[src/fmpd_pkg.sv]
// shared constants, angle table and state type for the fm phase discriminator
package fmpd_pkg;

	// binary angle accumulator: one full turn is 2^32
	localparam int ANGLE_BITS = 32;
	// guard bits appended below the sample lsb
	localparam int GUARD_BITS = 16;
	// width of the frequency result
	localparam int OUT_BITS = 16;
	// depth and index width of the arctangent table
	localparam int ATAN_DEPTH = 32;
	localparam int ATAN_IDX_BITS = 5;

	localparam logic [ANGLE_BITS-1:0] HALF_TURN = 32'h8000_0000;

	// atan(2^-k) as a fraction of a turn, scaled by 2^32 and rounded
	localparam logic [ANGLE_BITS-1:0] ATAN_TURNS [ATAN_DEPTH] = '{
		32'h2000_0000, 32'h12E4_051E, 32'h09FB_385B, 32'h0511_11D4,
		32'h028B_0D43, 32'h0145_D7E1, 32'h00A2_F61E, 32'h0051_7C55,
		32'h0028_BE53, 32'h0014_5F2F, 32'h000A_2F98, 32'h0005_17CC,
		32'h0002_8BE6, 32'h0001_45F3, 32'h0000_A2FA, 32'h0000_517D,
		32'h0000_28BE, 32'h0000_145F, 32'h0000_0A30, 32'h0000_0518,
		32'h0000_028C, 32'h0000_0146, 32'h0000_00A3, 32'h0000_0051,
		32'h0000_0029, 32'h0000_0014, 32'h0000_000A, 32'h0000_0005,
		32'h0000_0003, 32'h0000_0001, 32'h0000_0001, 32'h0000_0000
	};

	typedef enum logic [1:0] {
		ST_IDLE,
		ST_RUN,
		ST_FINISH
	} fmpd_state_t;

endpackage

[src/fmpd_serial_addsub.sv]
// one-bit serial adder/subtractor with a carry flop, lsb first
module fmpd_serial_addsub (
	input  logic clk,
	input  logic arst_n,
	input  logic en,
	input  logic first,
	input  logic sub,
	input  logic a,
	input  logic b,
	output logic s
);

	logic carry_q;
	logic bb;
	logic cin;

	// subtract as a + ~b + 1, the +1 enters as the first carry
	assign bb  = b ^ sub;
	assign cin = first ? sub : carry_q;
	assign s   = a ^ bb ^ cin;

	always_ff @(posedge clk or negedge arst_n) begin
		if (!arst_n) begin
			carry_q <= 1'b0;
		end else if (en) begin
			carry_q <= (a & bb) | (a & cin) | (bb & cin);
		end
	end

endmodule

[src/fmpd_cordic.sv]
// bit-serial vectoring cordic: x and y circulate through shift registers lsb first
module fmpd_cordic #(
	parameter int SAMPLE_BITS  = 16,
	parameter int CORDIC_STEPS = 16
) (
	input  logic                                  clk,
	input  logic                                  arst_n,
	input  logic                                  start,
	input  logic [SAMPLE_BITS+fmpd_pkg::GUARD_BITS+1:0] x_init,
	input  logic [SAMPLE_BITS+fmpd_pkg::GUARD_BITS+1:0] y_init,
	input  logic [fmpd_pkg::ANGLE_BITS-1:0]       ang_init,
	output logic                                  done,
	output logic [fmpd_pkg::ANGLE_BITS-1:0]       ang
);

	// two bits of headroom cover the cordic gain on a full-scale vector
	localparam int XW = SAMPLE_BITS + fmpd_pkg::GUARD_BITS + 2;
	localparam int BW = $clog2(XW);
	localparam int SW = $clog2(CORDIC_STEPS);
	localparam int CW = ((BW > SW) ? BW : SW) + 1;

	logic [XW-1:0]                   x_q;
	logic [XW-1:0]                   y_q;
	logic                            xs_q;
	logic                            ys_q;
	logic [fmpd_pkg::ANGLE_BITS-1:0] ang_q;
	logic [BW-1:0]                   bit_q;
	logic [SW-1:0]                   step_q;
	logic                            busy_q;
	logic                            done_q;

	logic                            first;
	logic                            sign_x;
	logic                            sign_y;
	logic [CW-1:0]                   bit_pos;
	logic                            over;
	logic [BW-1:0]                   idx;
	logic                            tap_x;
	logic                            tap_y;
	logic                            x_bit;
	logic                            y_bit;
	logic                            last_bit;
	logic                            last_step;
	logic [fmpd_pkg::ANGLE_BITS-1:0] turn;

	assign first  = (bit_q == '0);
	// top bits already hold new results after the first bit, so keep the old signs
	assign sign_x = first ? x_q[XW-1] : xs_q;
	assign sign_y = first ? y_q[XW-1] : ys_q;

	// old bit (bit + step) sits at position step; beyond the msb it is the sign
	assign bit_pos = CW'(bit_q) + CW'(step_q);
	assign over    = (bit_pos > CW'(XW - 1));
	assign idx     = over ? '0 : BW'(step_q);
	assign tap_x   = over ? sign_x : x_q[idx];
	assign tap_y   = over ? sign_y : y_q[idx];

	assign last_bit  = (bit_q == BW'(XW - 1));
	assign last_step = (step_q == SW'(CORDIC_STEPS - 1));
	assign turn      = fmpd_pkg::ATAN_TURNS[fmpd_pkg::ATAN_IDX_BITS'(step_q)];

	// y < 0: x -= y>>k, y += x>>k; otherwise the reverse
	fmpd_serial_addsub u_x_add (
		.clk   (clk),
		.arst_n(arst_n),
		.en    (busy_q),
		.first (first),
		.sub   (sign_y),
		.a     (x_q[0]),
		.b     (tap_y),
		.s     (x_bit)
	);

	fmpd_serial_addsub u_y_add (
		.clk   (clk),
		.arst_n(arst_n),
		.en    (busy_q),
		.first (first),
		.sub   (~sign_y),
		.a     (y_q[0]),
		.b     (tap_x),
		.s     (y_bit)
	);

	always_ff @(posedge clk or negedge arst_n) begin
		if (!arst_n) begin
			busy_q <= 1'b0;
			done_q <= 1'b0;
			bit_q  <= '0;
			step_q <= '0;
		end else begin
			done_q <= 1'b0;
			if (start) begin
				busy_q <= 1'b1;
				bit_q  <= '0;
				step_q <= '0;
			end else if (busy_q) begin
				if (last_bit) begin
					bit_q <= '0;
					if (last_step) begin
						busy_q <= 1'b0;
						done_q <= 1'b1;
					end else begin
						step_q <= SW'(step_q + 1'b1);
					end
				end else begin
					bit_q <= BW'(bit_q + 1'b1);
				end
			end
		end
	end

	always_ff @(posedge clk) begin
		if (start) begin
			x_q   <= x_init;
			y_q   <= y_init;
			ang_q <= ang_init;
		end else if (busy_q) begin
			x_q <= {x_bit, x_q[XW-1:1]};
			y_q <= {y_bit, y_q[XW-1:1]};
			if (first) begin
				xs_q <= x_q[XW-1];
				ys_q <= y_q[XW-1];
			end
			if (last_bit) begin
				ang_q <= sign_y ? (ang_q - turn) : (ang_q + turn);
			end
		end
	end

	assign done = done_q;
	assign ang  = ang_q;

	a_start_idle: assert property (@(posedge clk) disable iff (!arst_n)
		start |-> !busy_q)
		else $error("cordic started while busy");

	a_done_after_busy: assert property (@(posedge clk) disable iff (!arst_n)
		done_q |-> (!busy_q && $past(busy_q)))
		else $error("cordic done without a finished run");

	a_bit_range: assert property (@(posedge clk) disable iff (!arst_n)
		busy_q |-> (bit_q <= BW'(XW - 1)))
		else $error("cordic bit counter out of range");

endmodule

[src/fm_phase_discriminator.sv]
// top level: fm quadrature discriminator, atan2 phase by bit-serial cordic
//
//  channel | signals                                  | direction
//  --------+------------------------------------------+----------
//  input   | in_valid, in_stall, i_sample, q_sample   | sample in
//  output  | out_valid, out_stall, freq_out           | freq out
//
// - the cordic moves one bit of x and y per cycle in each of its steps
// - reset clears the previous phase to zero and empties the output register
// - in_stall is high from a transfer until the result is written to the output register
// - the output register holds a result while out_stall is high; the cordic keeps
//   working on the next sample meanwhile and waits at the end only if still full
module fm_phase_discriminator #(
	parameter int SAMPLE_BITS  = 16,
	parameter int PHASE_BITS   = 16,
	parameter int CORDIC_STEPS = 16
) (
	input  logic                                   clk,
	input  logic                                   arst_n,
	input  logic                                   in_valid,
	output logic                                   in_stall,
	input  logic signed [SAMPLE_BITS-1:0]          i_sample,
	input  logic signed [SAMPLE_BITS-1:0]          q_sample,
	output logic                                   out_valid,
	input  logic                                   out_stall,
	output logic signed [fmpd_pkg::OUT_BITS-1:0]   freq_out
);

	localparam int XW = SAMPLE_BITS + fmpd_pkg::GUARD_BITS + 2;
	localparam int AB = fmpd_pkg::ANGLE_BITS;
	localparam int OB = fmpd_pkg::OUT_BITS;

	fmpd_pkg::fmpd_state_t state_q;
	fmpd_pkg::fmpd_state_t state_d;

	logic              in_xfer;
	logic              out_free;
	logic              out_load;
	logic              zero_q;
	logic              in_zero;
	logic              in_neg;
	logic [XW-1:0]     x_ext;
	logic [XW-1:0]     y_ext;
	logic [XW-1:0]     x_init;
	logic [XW-1:0]     y_init;
	logic [AB-1:0]     ang_init;
	logic              cordic_done;
	logic [AB-1:0]     cordic_ang;
	logic [PHASE_BITS-1:0] phase;
	logic [PHASE_BITS-1:0] diff;
	logic [OB-1:0]     freq;
	logic [PHASE_BITS-1:0] prev_phase_q;
	logic              out_valid_q;
	logic [OB-1:0]     freq_q;

	// handshake
	assign in_stall = (state_q != fmpd_pkg::ST_IDLE);
	assign in_xfer  = in_valid && !in_stall;
	assign out_free = !out_valid_q || !out_stall;
	assign out_load = (state_q == fmpd_pkg::ST_FINISH) && out_free;

	// samples get guard bits below and headroom above
	assign x_ext = {{2{i_sample[SAMPLE_BITS-1]}}, i_sample, {fmpd_pkg::GUARD_BITS{1'b0}}};
	assign y_ext = {{2{q_sample[SAMPLE_BITS-1]}}, q_sample, {fmpd_pkg::GUARD_BITS{1'b0}}};

	// left half plane: turn by half a turn before the cordic steps
	assign in_neg   = i_sample[SAMPLE_BITS-1];
	assign in_zero  = (i_sample == '0) && (q_sample == '0);
	assign x_init   = in_neg ? (XW'(0) - x_ext) : x_ext;
	assign y_init   = in_neg ? (XW'(0) - y_ext) : y_ext;
	assign ang_init = in_neg ? fmpd_pkg::HALF_TURN : '0;

	fmpd_cordic #(
		.SAMPLE_BITS (SAMPLE_BITS),
		.CORDIC_STEPS(CORDIC_STEPS)
	) u_cordic (
		.clk     (clk),
		.arst_n  (arst_n),
		.start   (in_xfer),
		.x_init  (x_init),
		.y_init  (y_init),
		.ang_init(ang_init),
		.done    (cordic_done),
		.ang     (cordic_ang)
	);

	// round the 32-bit angle half-up to the phase width, wrapping mod one turn
	generate
		if (PHASE_BITS >= AB) begin : g_phase_full
			assign phase = PHASE_BITS'(cordic_ang);
		end else begin : g_phase_round
			localparam int SH = AB - PHASE_BITS;
			logic [AB-1:0] rounded;
			assign rounded = cordic_ang + (AB'(1) << (SH - 1));
			assign phase   = rounded[AB-1:SH];
		end
	endgenerate

	// the zero vector has phase zero
	assign diff = (zero_q ? '0 : phase) - prev_phase_q;

	// half a turn maps to the msb of the result
	generate
		if (PHASE_BITS >= OB) begin : g_freq_trunc
			assign freq = diff[PHASE_BITS-1 -: OB];
		end else begin : g_freq_fill
			assign freq = {diff, {(OB - PHASE_BITS){1'b0}}};
		end
	endgenerate

	// sequencer
	always_ff @(posedge clk or negedge arst_n) begin
		if (!arst_n) begin
			state_q <= fmpd_pkg::ST_IDLE;
		end else begin
			state_q <= state_d;
		end
	end

	always_comb begin
		state_d = state_q;
		case (state_q)
			fmpd_pkg::ST_IDLE: begin
				if (in_xfer) begin
					state_d = fmpd_pkg::ST_RUN;
				end
			end
			fmpd_pkg::ST_RUN: begin
				if (cordic_done) begin
					state_d = fmpd_pkg::ST_FINISH;
				end
			end
			fmpd_pkg::ST_FINISH: begin
				if (out_free) begin
					state_d = fmpd_pkg::ST_IDLE;
				end
			end
			default: begin
				state_d = fmpd_pkg::ST_IDLE;
			end
		endcase
	end

	// phase memory and output register
	always_ff @(posedge clk or negedge arst_n) begin
		if (!arst_n) begin
			prev_phase_q <= '0;
			out_valid_q  <= 1'b0;
		end else begin
			if (out_load) begin
				prev_phase_q <= zero_q ? '0 : phase;
				out_valid_q  <= 1'b1;
			end else if (!out_stall) begin
				out_valid_q <= 1'b0;
			end
		end
	end

	always_ff @(posedge clk) begin
		if (in_xfer) begin
			zero_q <= in_zero;
		end
		if (out_load) begin
			freq_q <= freq;
		end
	end

	assign out_valid = out_valid_q;
	assign freq_out  = freq_q;

	a_xfer_starts_run: assert property (@(posedge clk) disable iff (!arst_n)
		in_xfer |=> (state_q == fmpd_pkg::ST_RUN))
		else $error("transfer did not start a cordic run");

	a_done_in_run: assert property (@(posedge clk) disable iff (!arst_n)
		cordic_done |-> (state_q == fmpd_pkg::ST_RUN))
		else $error("cordic finished outside a run");

	a_prev_only_on_load: assert property (@(posedge clk) disable iff (!arst_n)
		!out_load |=> $stable(prev_phase_q))
		else $error("previous phase changed without a result");

	a_valid_from_finish: assert property (@(posedge clk) disable iff (!arst_n)
		$rose(out_valid_q) |-> $past(state_q == fmpd_pkg::ST_FINISH))
		else $error("output became valid outside finish");

endmodule

[config.mk]
export PLATFORM = sky130hd
export DESIGN_NAME = fm_phase_discriminator
export DESIGN_NICKNAME = d
export VERILOG_FILES = /design/src/fmpd_pkg.sv /design/src/fmpd_serial_addsub.sv /design/src/fmpd_cordic.sv /design/src/fm_phase_discriminator.sv
export SDC_FILE = /design/constraint.sdc
export NUM_CORES = 1
export LEC_CHECK = 0
export BUFFER_PORTS_ARGS = -buffer_cell sky130_fd_sc_hd__buf_2
export CAP_MARGIN = 20
export CORE_MARGIN = 2
export CORE_UTILIZATION = 50
export CTS_CLUSTER_DIAMETER = 150
export DETAILED_ROUTE_END_ITERATION = 7
export PLACE_DENSITY = 0.71
export SLEW_MARGIN = 0
export SYNTH_ARGS = -nofsm -noshare
export SYNTH_HDL_FRONTEND = slang
export SYNTH_SLANG_ARGS = --single-unit
[constraint.sdc]
create_clock -name clk -period 6.08 [get_ports clk]
set_input_delay 0.912 -clock clk [delete_from_list [all_inputs] [get_ports clk]]
set_output_delay 0.912 -clock clk [all_outputs]
set_load 0.02 [all_outputs]
Word-level counts from Yosys, hierarchy flattened. Memory sizes are Yosys's and may differ from the RTL's. Index checks and enable logic that the tools add are counted.

Memories: 1. Memory bits (read-only): 1024. Output and inout bits: 18. Register bits after elaboration: 152.

Add/subtract/negate cells: 9. Mux-type cells: 46. Reduce and logical (&&, ||, !) cells: 18. Magnitude comparators: 3. Equality and inequality tests: 9. Bitwise gates (word level): 19.

Memory list: (name not given) (words 32, width 32, read ports 1, clocked after Yosys merged registers in 0, wr ports 0, RTL line fmpd_cordic.sv:60) `assign turn = fmpd_pkg::ATAN_TURNS[fmpd_pkg::ATAN_IDX_BITS'(step_q)];`.

Operator list (number): $mux 32 (7); $mux 34 (6); $sub 1x32->33 const A (2); $add 32x16->32 const B (1); $add 32x32->32 (1); $logic_not 16->1 (2); $sub 32x32->32 (1); $mux 4 (5); $mux 1 (18); $mux 6 (3); $mux 16 (1); $sub 16x16->16 (1); $bmux 1 s6 (2); $add 6x4->7 (1); $gt 7x6->1 const B (1); $lt 6x7->1 const B (1); $add 6x1->6 const B (1); $and 1x1->1 (6); $eq 6x6->1 const B (1); $ge 6x6->1 const B (1); $logic_not 6->1 (1); $mux 2 (3); $ne 2x2->1 const B (3); $not 4->6 (1); 16 further kinds (34).

Logic depth before layout (Yosys ltp). Gate-level depths: netlist of the first run.

Depth in word-level cells: 11. Mapped depth: 24. Gate-level depth less buffers: 22.

Cells and area by module. Synthesis of the first run repeated with hierarchy kept, for this count alone.

Cells, all modules: 1135. Area total of the unflattened synthesis: 11272.1 um^2.

By module, submodules not included: fmpd_cordic (times used 1, area an instance 8070.2 um^2, cells each 756); fm_phase_discriminator (times used 1, area an instance 3031.7 um^2, cells each 363); fmpd_serial_addsub (times used 2, area an instance 85.1 um^2, cells each 8).

Worst setup path after synthesis of the first run. No wires, ideal clock.

Path type: register to register. From: reg u_cordic.step_q[1]. To: reg u_cordic.ang_q (netlist bit u_cordic.ang[31]), data pin. Setup time: 0.263 ns. Stages on the path, launching flop included: 20. Arrival time: 4.755 ns. Setup slack: 1.062 ns. Cell sequence: dfrtp_1 > clkbuf_1 > inv_1 > ha_1 > a21boi_1 > a2bb2oi_2 > or4b_4 > nor4b_4 > a21oi_1 > xor2_1 > ha_1 > a21o_1 > a21o_1 > nand3_1 > a32oi_1 > or3b_2 > o211ai_1 > a31oi_1 > a41oi_1 > nand3_1.

Longest elaborated chain between the ends: 9.

RTL lines: start, declared (RTL line fmpd_cordic.sv:28) `logic [SW-1:0] step_q;`; start signal, assigned (RTL line fmpd_cordic.sv:104) `step_q <= SW'(step_q + 1'b1);`; $not 4->6 (implied by the code) (*) (RTL line fmpd_cordic.sv:60); $mem_v2 32x32 (*); $mux 32 (implied by the code) (*) (2 in series) (RTL line fmpd_cordic.sv:60); $add 32x32->32 / $sub 32x32->32 (equally long branches) (RTL line fmpd_cordic.sv:126) `ang_q <= sign_y ? (ang_q - turn) : (ang_q + turn);`; $mux 32 (*) (RTL line fmpd_cordic.sv:126); $mux 32 (*) (RTL line fmpd_cordic.sv:125) `if (last_bit) begin`; $mux 32 (*) (RTL line fmpd_cordic.sv:118) `end else if (busy_q) begin`; $mux 32 (*) (RTL line fmpd_cordic.sv:114) `if (start) begin`; end signal, assigned (RTL line fmpd_cordic.sv:117) `ang_q <= ang_init;`; end signal, assigned (RTL line fmpd_cordic.sv:126); end, declared (RTL line fmpd_cordic.sv:26) `logic [fmpd_pkg::ANGLE_BITS-1:0] ang_q;`.

Every way passes the cells marked *; elsewhere a longest branch is shown, timed or not. The select of a mux whose other input is x is not followed. A chain may end at the register's enable or synchronous reset.

Worst setup path after layout of the first run.
From: reg u_cordic.step_q[1]. To: reg u_cordic.ang_q (netlist bit u_cordic.ang[22]), data pin.

Same word-level chain as after synthesis.

==> impl_metrics.json, run 1 <==
{
  "worstPathArrival_ns": 5.65,
  "syn_area_per_cell_um2": 9.59,
  "critPathBufInv": 1,
  "ys.flop_type": "edfxtp_1",
  "drive_gt1_frac": 0.114,
  "ioPinCount": 54,
  "drc": 0,
  "synthCells": 1097,
  "final_max_slew_viol_count": 0,
  "yosysSeqAreaShare": 0.418,
  "cts_buffers": 17,
  "placed_cell_area_mm2": 0.0110,
  "antenna_cells": 0,
  "fin_area_mm2": 0.0116,
  "htree_levels": 4,
  "p_leak_nw": 4.72,
  "clock_latency_ns": 0.43,
  "power.density_mw_per_mm2": 645,
  "initial_utilization": 0.505,
  "synthAdderAreaFrac": 0.0880,
  "cts_tree": "done",
  "async_flop_share": 0.217,
  "rows": 53,
  "drt_iter0_drc": 478,
  "finalCritPeriodShare": 0.903,
  "vias_per_cell": 5.54,
  "antenna_found_initial": 0,
  "nFillCells": 1860,
  "ys_warn_count": 0,
  "rrSetupSlack_ns": 0.59,
  "io_buffers": 53,
  "power_w": 0.00748,
  "nets": 1242,
  "synth.net_count": 1204,
  "dpl.hpwl_mm": 15.6,
  "path_class": "flip-flop to flip-flop",
  "die_h_um": 149,
  "cts.path.max_buffers": 2,
  "max_freq_ghz": 0.182,
  "synthesis.area_mm2": 0.0105,
  "yosys.area.top_type_share": 0.340,
  "grt_pass1_vias": 7600,
  "synthMuxAreaShare": 0.0300,
  "crit_chain": "inv_1, ha_1, a21boi_1, a2bb2oi_2, or4b_4, nor4b_4, and3_4, nor2_1, xor2_1, ha_1, nand4_1, or4_1, a21boi_0, o41ai_1, o21ai_1, a21boi_1, xor2_1, nor2_1",
  "dr.pass1.iters": 5,
  "clk_pin_slew_worst_paths_ns": 0.07,
  "synth_top_family_by_area": "simple AND/OR/NAND/NOR gates",
  "start_kind": "flip-flop",
  "fin_skew_ns": 0.0111,
  "synthSimpleGateAreaFrac": 0.177,
  "finalWirelength_mm": 21.9,
  "synth-edff-count": 119,
  "vdd_drop_max_uv": 330,
  "synth_common_cells": "edfxtp_1, nand2_1, nor2_1",
  "whs_ns": 0.494,
  "period_minus_slack_ns": 5.49,
  "die_w_um": 149,
  "post_cts_resized": 0,
  "ys_ff_latch": 152,
  "final_cells": 1423,
  "hold_class": "flip-flop to flip-flop",
  "fin_tns_setup_ns": 0,
  "coreArea_mm2": 0.0208,
  "maxCapViolCount": 0,
  "outcome": "finished clean",
  "place_inst": 1390,
  "holdBufCountCts": 0,
  "worstPathMaxFanout": 10,
  "area_growth_pct": 10.3,
  "ys_top_cells_by_area": "edfxtp_1, dfrtp_1, ha_1",
  "synth_compound_area_frac": 0.154,
  "cts_root_buf": "clkbuf_16",
  "crit_family": "simple AND/OR/NAND/NOR gates",
  "relSlewSlack": 0.458,
  "slowest_delay_ns": 0.59,
  "postRouteAntennaNets": 0,
  "grt_pass1_wl_mm": 36.4,
  "die_area_mm2": 0.0222,
  "numClockSinks": 152,
  "vias": 7888,
  "place.gp.congestion": 0.872,
  "grt_max_degree": 78,
  "synth_top_area_cell": "edfxtp_1",
  "tightest_slew_ns": 0.813,
  "cp_slowest_cell": "or4_1",
  "setup_viol": 0,
  "finalHoldViolations": 0,
  "rsz0062_at_grt": "no",
  "postCtsSetupBuffers": 0,
  "wire_per_inst_um": 15.4,
  "track_usage": 0.204,
  "grt.overflow.total": 0,
  "synth.most_common_cell": "edfxtp_1",
  "required_ns": 6.24,
  "synth-xor-area-share": 0.0933,
  "yosysUniqueCellTypes": 75,
  "cp-end-kind": "flip-flop"
}
## cell families (layout without fill, tap and decap cells)
logic type               after synthesis  after routing
flip-flops                           152            152
AND/OR/NAND/NOR                      383            383
multiplexers                          22             22
AO/OA/AOI/OAI                        258            258
adder cells (fa/ha/maj)               71             71
buffers and inverters                 99            150
XOR/XNOR                             112            112
## worst paths after layout
kind                                       to  cells after the start                from
max                          u_cordic.ang[22]                     18  u_cordic.step_q[1]
min                                state_q[0]                      1          state_q[1]
max reg2reg                  u_cordic.ang[22]                     18  u_cordic.step_q[1]
min reg2reg                        state_q[0]                      1          state_q[1]
max in group asynchronous  u_cordic.step_q[1]                      1              arst_n
min in group asynchronous    prev_phase_q[12]                      1              arst_n
## layout make-up
type                            count  area (um^2)  area share
Multi-Input combinational cell    846         5710       0.492
Sequential cell                   152         4400       0.379
Tap cell                          275          344      0.0297
Clock inverter                     14          153      0.0132
Inverter                           54          203      0.0175
Timing Repair Buffer               64          360      0.0311
Clock buffer                       18          429      0.0370
## sequential cells by signal, summed over array words and instances, names as in the netlist, 2 cells and up
| signal | flops |
|---|---|
| u_cordic.x_q | 34 |
| u_cordic.y_q | 34 |
| u_cordic.bit_q | 6 |
| freq_out | 16 |
| u_cordic.ang | 32 |
| state_q | 2 |
| prev_phase_q | 16 |
| u_cordic.step_q | 4 |
## power breakdown
part | total, W | internal, W | switching (W)
Combinational | 0.00447 | 0.00197 | 0.00251
Sequential | 0.00194 | 0.00175 | 0.000190
Clock | 0.00106 | 0.000584 | 0.000481
Total | 0.00748 | 0.00430 | 0.00318
## worst register-to-register path, stage by stage, from the launching register on
cell	delay (ns)
dfrtp_1	0.51
inv_1	0.27
ha_1	0.50
a21boi_1	0.15
a2bb2oi_2	0.20
or4b_4	0.55
nor4b_4	0.33
and3_4	0.25
nor2_1	0.08
xor2_1	0.21
ha_1	0.36
nand4_1	0.15
or4_1	0.59
a21boi_0	0.33
o41ai_1	0.16
o21ai_1	0.23
a21boi_1	0.13
xor2_1	0.15
nor2_1	0.06
## routing by layer
layer	vias up	GRT usage	share of wire
met3	16	0.0324	0.025
met5	-	0	0
met1	3773	0.260	0.46
met4	0	0.0538	0.010
met2	103	0.361	0.50
li1	3996	-	-
## stage by stage
stage	worst slack [ns]	utilization
floorplan	1.06	-
global placement	0.831	0.528
detailed placement	0.660	0.528
CTS	0.645	0.556
global route	0.192	0.557
finish	0.589	0.557
## layout by cell type (no fill, tap or decap), types with 5 or more instances in the layout
cell type and instances:
xor2_1 62, fa_1 5, nor3_1 21, buf_2 53, nor2_1 104, and3_1 10
xnor2_1 50, o21ai_0 95, clkbuf_16 17, mux2_2 6, nor2b_1 7, inv_8 5
mux2i_1 9, buf_4 10, inv_1 51, a211oi_1 5, a21oi_1 58, inv_6 5
mux4_2 7, o21a_1 10, dfrtp_1 33, and2_1 41, nand4_1 7, o41ai_1 6
a31oi_1 11, o21bai_1 6, edfxtp_1 119, a21o_1 11, o31ai_1 10, o211ai_1 6
or4_1 7, ha_1 66, nand2_1 110, nand2b_1 11, nand3_1 26, or3_1 13
Power figures use the tool's default switching activity.
==> run 2, diff against run 1 <==
- ABC_AREA: default -> 1
==> impl_metrics.json, run 2 <==
{
  "outcome": "finished clean",
  "drive_gt1_frac": 0.0843,
  "finalCritPeriodShare": 0.793,
  "yosys.area.top_type_share": 0.334,
  "max_freq_ghz": 0.207,
  "cp_slowest_cell": "dfrtp_1",
  "vias_per_cell": 5.46,
  "die_area_mm2": 0.0226,
  "rsz0062_at_grt": "no",
  "relSlewSlack": 0.376,
  "setup_viol": 0,
  "synthCells": 1332,
  "placed_cell_area_mm2": 0.0112,
  "post_cts_resized": 0,
  "synth.net_count": 1439,
  "dr.pass1.iters": 7,
  "postRouteAntennaNets": 0,
  "numClockSinks": 152,
  "cts_tree": "done",
  "worstPathMaxFanout": 9,
  "crit_family": "simple AND/OR/NAND/NOR gates",
  "clk_pin_slew_worst_paths_ns": 0.07,
  "maxCapViolCount": 0,
  "critPathBufInv": 2,
  "finalHoldViolations": 0,
  "worst_path_most_repeated_cell": "ha_1",
  "r2r_end": "u_cordic.ang[28]",
  "path_class": "flip-flop to flip-flop",
  "postCtsSetupBuffers": 0,
  "grt_pass1_vias": 8630,
  "start_kind": "flip-flop",
  "grt.overflow.total": 0,
  "r2r_cells": 22,
  "die_w_um": 150,
  "layout_common_cells": "nand2_1, inv_1, nor2_1",
  "synth_top_area_cell": "edfxtp_1",
  "finalWirelength_mm": 24.8,
  "place.gp.congestion": 0.941,
  "rrSetupSlack_ns": 1.26,
  "htree_levels": 4,
  "grt_max_degree": 89,
  "cp-end-kind": "flip-flop",
  "synth.most_common_cell": "nand2_1",
  "cts.path.max_buffers": 2,
  "worstPathArrival_ns": 5.10,
  "coreArea_mm2": 0.0210,
  "crit_chain": "inv_1, ha_1, nand2_4, inv_2, a21oi_4, nand2_1, a21oi_2, ha_1, nand3_1, or3_1, o21ai_1, xor2_1, ha_1, nand2_1, nor2_1, nor3b_1, nand4_1, o211ai_1, a21oi_1, o21ai_0, o21ai_0, a21oi_1",
  "ys.flop_type": "edfxtp_1",
  "antenna_cells": 0,
  "die_h_um": 150,
  "cts_root_buf": "clkbuf_16",
  "yosysUniqueCellTypes": 51,
  "hp-start": "u_cordic.done",
  "syn_area_per_cell_um2": 8.03,
  "fin_skew_ns": 0.0120,
  "synthesis.area_mm2": 0.0107,
  "period_minus_slack_ns": 4.82,
  "ys_ff_latch": 152,
  "drc": 0,
  "area_growth_pct": 9.72,
  "track_usage": 0.228,
  "hold_end": "state_q[0]",
  "synth-edff-count": 119,
  "hold_class": "flip-flop to flip-flop",
  "async_flop_share": 0.217,
  "slowest_delay_ns": 0.53,
  "initial_utilization": 0.509,
  "final_max_slew_viol_count": 0,
  "dpl.hpwl_mm": 18.1,
  "final_common_cell": "nand2_1",
  "synth_common_cells": "nand2_1, inv_1, nor2_1",
  "tightest_slew_ns": 0.936,
  "grt_pass1_wl_mm": 41.2,
  "yosysSeqAreaShare": 0.411,
  "fin_tns_setup_ns": 0,
  "rows": 53,
  "nets": 1482,
  "antenna_found_initial": 0,
  "ioPinCount": 54,
  "holdBufCountCts": 0,
  "ys_top_cells_by_area": "edfxtp_1, nand2_1, dfrtp_1",
  "ys_warn_count": 0,
  "required_ns": 6.36,
  "timing.rr.start": "u_cordic.step_q[1]",
  "io_buffers": 53,
  "hold_path_depth": 1,
  "vias": 9086,
  "cts_buffers": 17,
  "wire_per_inst_um": 14.9,
  "clock_latency_ns": 0.43,
  "fin_area_mm2": 0.0117,
  "drt_iter0_drc": 620
}
[run 2: per-stage QoR]
step	util	hold slack, ns	cells	worst slack [ns]
floorplan	-	0.436	1332	1.64
global placement	0.531	0.445	1630	1.48
detailed placement	0.531	0.459	1630	1.38
CTS	0.557	0.465	1662	1.35
global route	0.558	0.497	1663	0.801
finish	0.558	0.461	1663	1.26
[run 2: cell families after synthesis]
| kind of cell | count (synthesis) | share of synthesized area |
|---|---|---|
| AO/OA/AOI/OAI | 296 | 0.153 |
| XOR/XNOR | 76 | 0.0622 |
| adder cells (fa/ha/maj) | 71 | 0.0866 |
| buffers and inverters | 215 | 0.0801 |
| flip-flops | 152 | 0.411 |
| AND/OR/NAND/NOR | 522 | 0.206 |
[run 2: worst register-to-register path, delay by kind of cell, from the launching register on]
kind            cells  cell delay, ns
simple gates        8            1.40
fa+ha+maj           3            0.98
xor+xnor            1            0.09
buf+inv             2            0.29
compound gates      8            1.38
flops               1            0.53
[run 2: per-layer routing]
| metal | vias to the layer above | routed length (um) | part of all wire | track usage |
|---|---|---|---|---|
| li1 | 4591 | - | - | - |
| met1 | 4227 | 11200 | 0.45 | 0.295 |
| met2 | 232 | 12100 | 0.49 | 0.391 |
| met3 | 36 | 1070 | 0.043 | 0.0336 |
| met4 | 0 | 478 | 0.019 | 0.0783 |
| met5 | - | 0 | 0 | 0 |
[run 2: worst max path at each step]
stage	from	endpoint	cells after the start
after floorplan	in_valid	u_cordic.step_q[0]	10
after global placement	u_cordic.step_q[0]	u_cordic.y_q[33]	22
after detailed placement	u_cordic.step_q[1]	u_cordic.ang[27]	24
after CTS	u_cordic.step_q[1]	u_cordic.ang[27]	24
after global routing	u_cordic.step_q[1]	u_cordic.ang[27]	24
final	u_cordic.step_q[1]	u_cordic.ang[28]	22
[run 2: area by class of cell]
type,count,area (um^2)
clock buffer,18,429
tap,275,344
multi-input combinational,965,5440
clock inverter,14,115
fill,1946,9290
sequential,152,4400
timing repair buffer,59,323
inverter,180,683
Power of run 2 is left out: the tool's default activity adds up to more than one toggle a clock period on the data nets, which glitch-free logic cannot reach.
==> run 3, diff against run 2 <==
- clock period: 6.08 -> 5 ns (I/O delays scaled with it)
==> impl_metrics.json, run 3 (same netlist as run 2, synthesis figures left out) <==
{
  "outcome": "finished clean",
  "rrSetupSlack_ns": 0.46,
  "r2r_end": "u_cordic.ang[30]",
  "fin_tns_setup_ns": 0,
  "grt_pass1_wl_mm": 40.6,
  "period_minus_slack_ns": 4.54,
  "slowest_delay_ns": 0.48,
  "area_growth_pct": 10.8,
  "io_buffers": 53,
  "drt_iter0_drc": 526,
  "htree_levels": 4,
  "final_max_slew_viol_count": 0,
  "holdBufCountCts": 0,
  "relSlewSlack": 0.372,
  "dr.pass1.iters": 5,
  "ioPinCount": 54,
  "required_ns": 5.29,
  "cts_buffers": 17,
  "die_w_um": 150,
  "initial_utilization": 0.509,
  "maxCapViolCount": 0,
  "finalWirelength_mm": 24.4,
  "r2r_cells": 22,
  "timing.rr.start": "u_cordic.step_q[1]",
  "grt_pass1_vias": 8482,
  "drive_gt1_frac": 0.0938,
  "cp_slowest_cell": "dfrtp_2",
  "setup_slack_ns": 0.458,
  "nets": 1491,
  "numClockSinks": 152,
  "vias_per_cell": 5.41,
  "finalHoldViolations": 0,
  "rsz0062_at_grt": "no",
  "path_class": "flip-flop to flip-flop",
  "crit_chain": "clkinvlp_4, ha_1, nand2_4, inv_2, a21oi_4, nand2_1, a21oi_2, ha_1, nand3_1, or3_1, o21ai_1, xor2_1, ha_1, nand2_1, nor2_1, nor3b_2, nand4_1, o211ai_1, a21oi_1, o21ai_0, o21ai_0, a21oi_1",
  "worst_path_most_repeated_cell": "ha_1",
  "grt.overflow.total": 0,
  "cts_root_buf": "clkbuf_16",
  "finalCritPeriodShare": 0.908,
  "antenna_found_initial": 0,
  "die_h_um": 150,
  "final_common_cell": "nand2_1",
  "cts.path.max_buffers": 2,
  "start_kind": "flip-flop",
  "worstPathMaxFanout": 9,
  "fin_skew_ns": 0.0103,
  "tightest_slew_ns": 0.941,
  "dpl.hpwl_mm": 17.7,
  "vias": 9043,
  "antenna_cells": 0,
  "drc": 0,
  "cp-end-kind": "flip-flop",
  "die_area_mm2": 0.0226,
  "grt_max_degree": 90,
  "worstPathArrival_ns": 4.83,
  "rows": 53,
  "wire_per_inst_um": 14.6,
  "clk_pin_slew_worst_paths_ns": 0.07,
  "clock_latency_ns": 0.44,
  "place.gp.congestion": 0.951,
  "hold_class": "input pin to asynchronous set/reset pin",
  "max_freq_ghz": 0.220,
  "nFillCells": 1922,
  "setup_viol": 0,
  "preCtsSetupSlack_ns": 0.328,
  "cts_tree": "done",
  "coreArea_mm2": 0.0210,
  "layout_common_cells": "nand2_1, inv_1, nor2_1",
  "track_usage": 0.224,
  "postRouteAntennaNets": 0
}
## run 3: cell count changes in the layout (fill, tap and decap cells not counted), sizes merged
cell and delta:
clkbuf -1, inv +3, clkinv -3, buf +9
clkinvlp +1
## run 3: metrics by stage
step                       util  cell area (um^2)  hold WS, ns  cells
final                     0.564             11900        0.395   1672
after detailed placement  0.533             11200        0.454   1635
after global placement    0.533             11200        0.447   1635
after CTS                 0.560             11800        0.425   1667
after global routing      0.564             11900        0.456   1672
after floorplan               -             10700        0.436   1332
## run 3: worst max-delay path by stage
stage	startpoint	end	slack [ns]
after floorplan	u_cordic.step_q[0]	u_cordic.ang[30]	0.69
after global placement	u_cordic.step_q[1]	u_cordic.ang[25]	0.51
after detailed placement	u_cordic.step_q[1]	u_cordic.ang[28]	0.33
after CTS	u_cordic.step_q[1]	u_cordic.ang[27]	0.30
after global routing	u_cordic.step_q[1]	u_cordic.ang[30]	0.01
final	u_cordic.step_q[1]	u_cordic.ang[30]	0.46
## run 3: critical path, delay by kind of cell, from the launching register on
kind            cells  cell delay (ns)
compound gates      8             1.33
xor+xnor            1             0.09
fa+ha+maj           3             0.96
buf+inv             2             0.24
flops               1             0.48
simple gates        8             1.31
## run 3: cell type report
class	count	area, um^2	area share
Sequential cell	152	4400	0.371
Multi-Input combinational cell	965	5460	0.461
Tap cell	275	344	0.0290
Inverter	180	687	0.0579
Clock inverter	15	138	0.0116
Clock buffer	17	425	0.0359
Timing Repair Buffer	68	398	0.0336
## run 3: routing by layer
metal,GRT usage,up-vias,share of wire
li1,-,4596,-
met1,0.299,4214,0.46
met2,0.373,199,0.48
met3,0.0364,34,0.040
met4,0.0698,0,0.019
met5,0,-,0
## run 3: timing repair
item | CTS | global route
hold endpoints to repair | 0 | 0
gates resized for setup | 0 | 5
setup buffers | 0 | 4
endpoints found under the setup margin | 0 | 11
Power of run 3 is left out for the same reason.
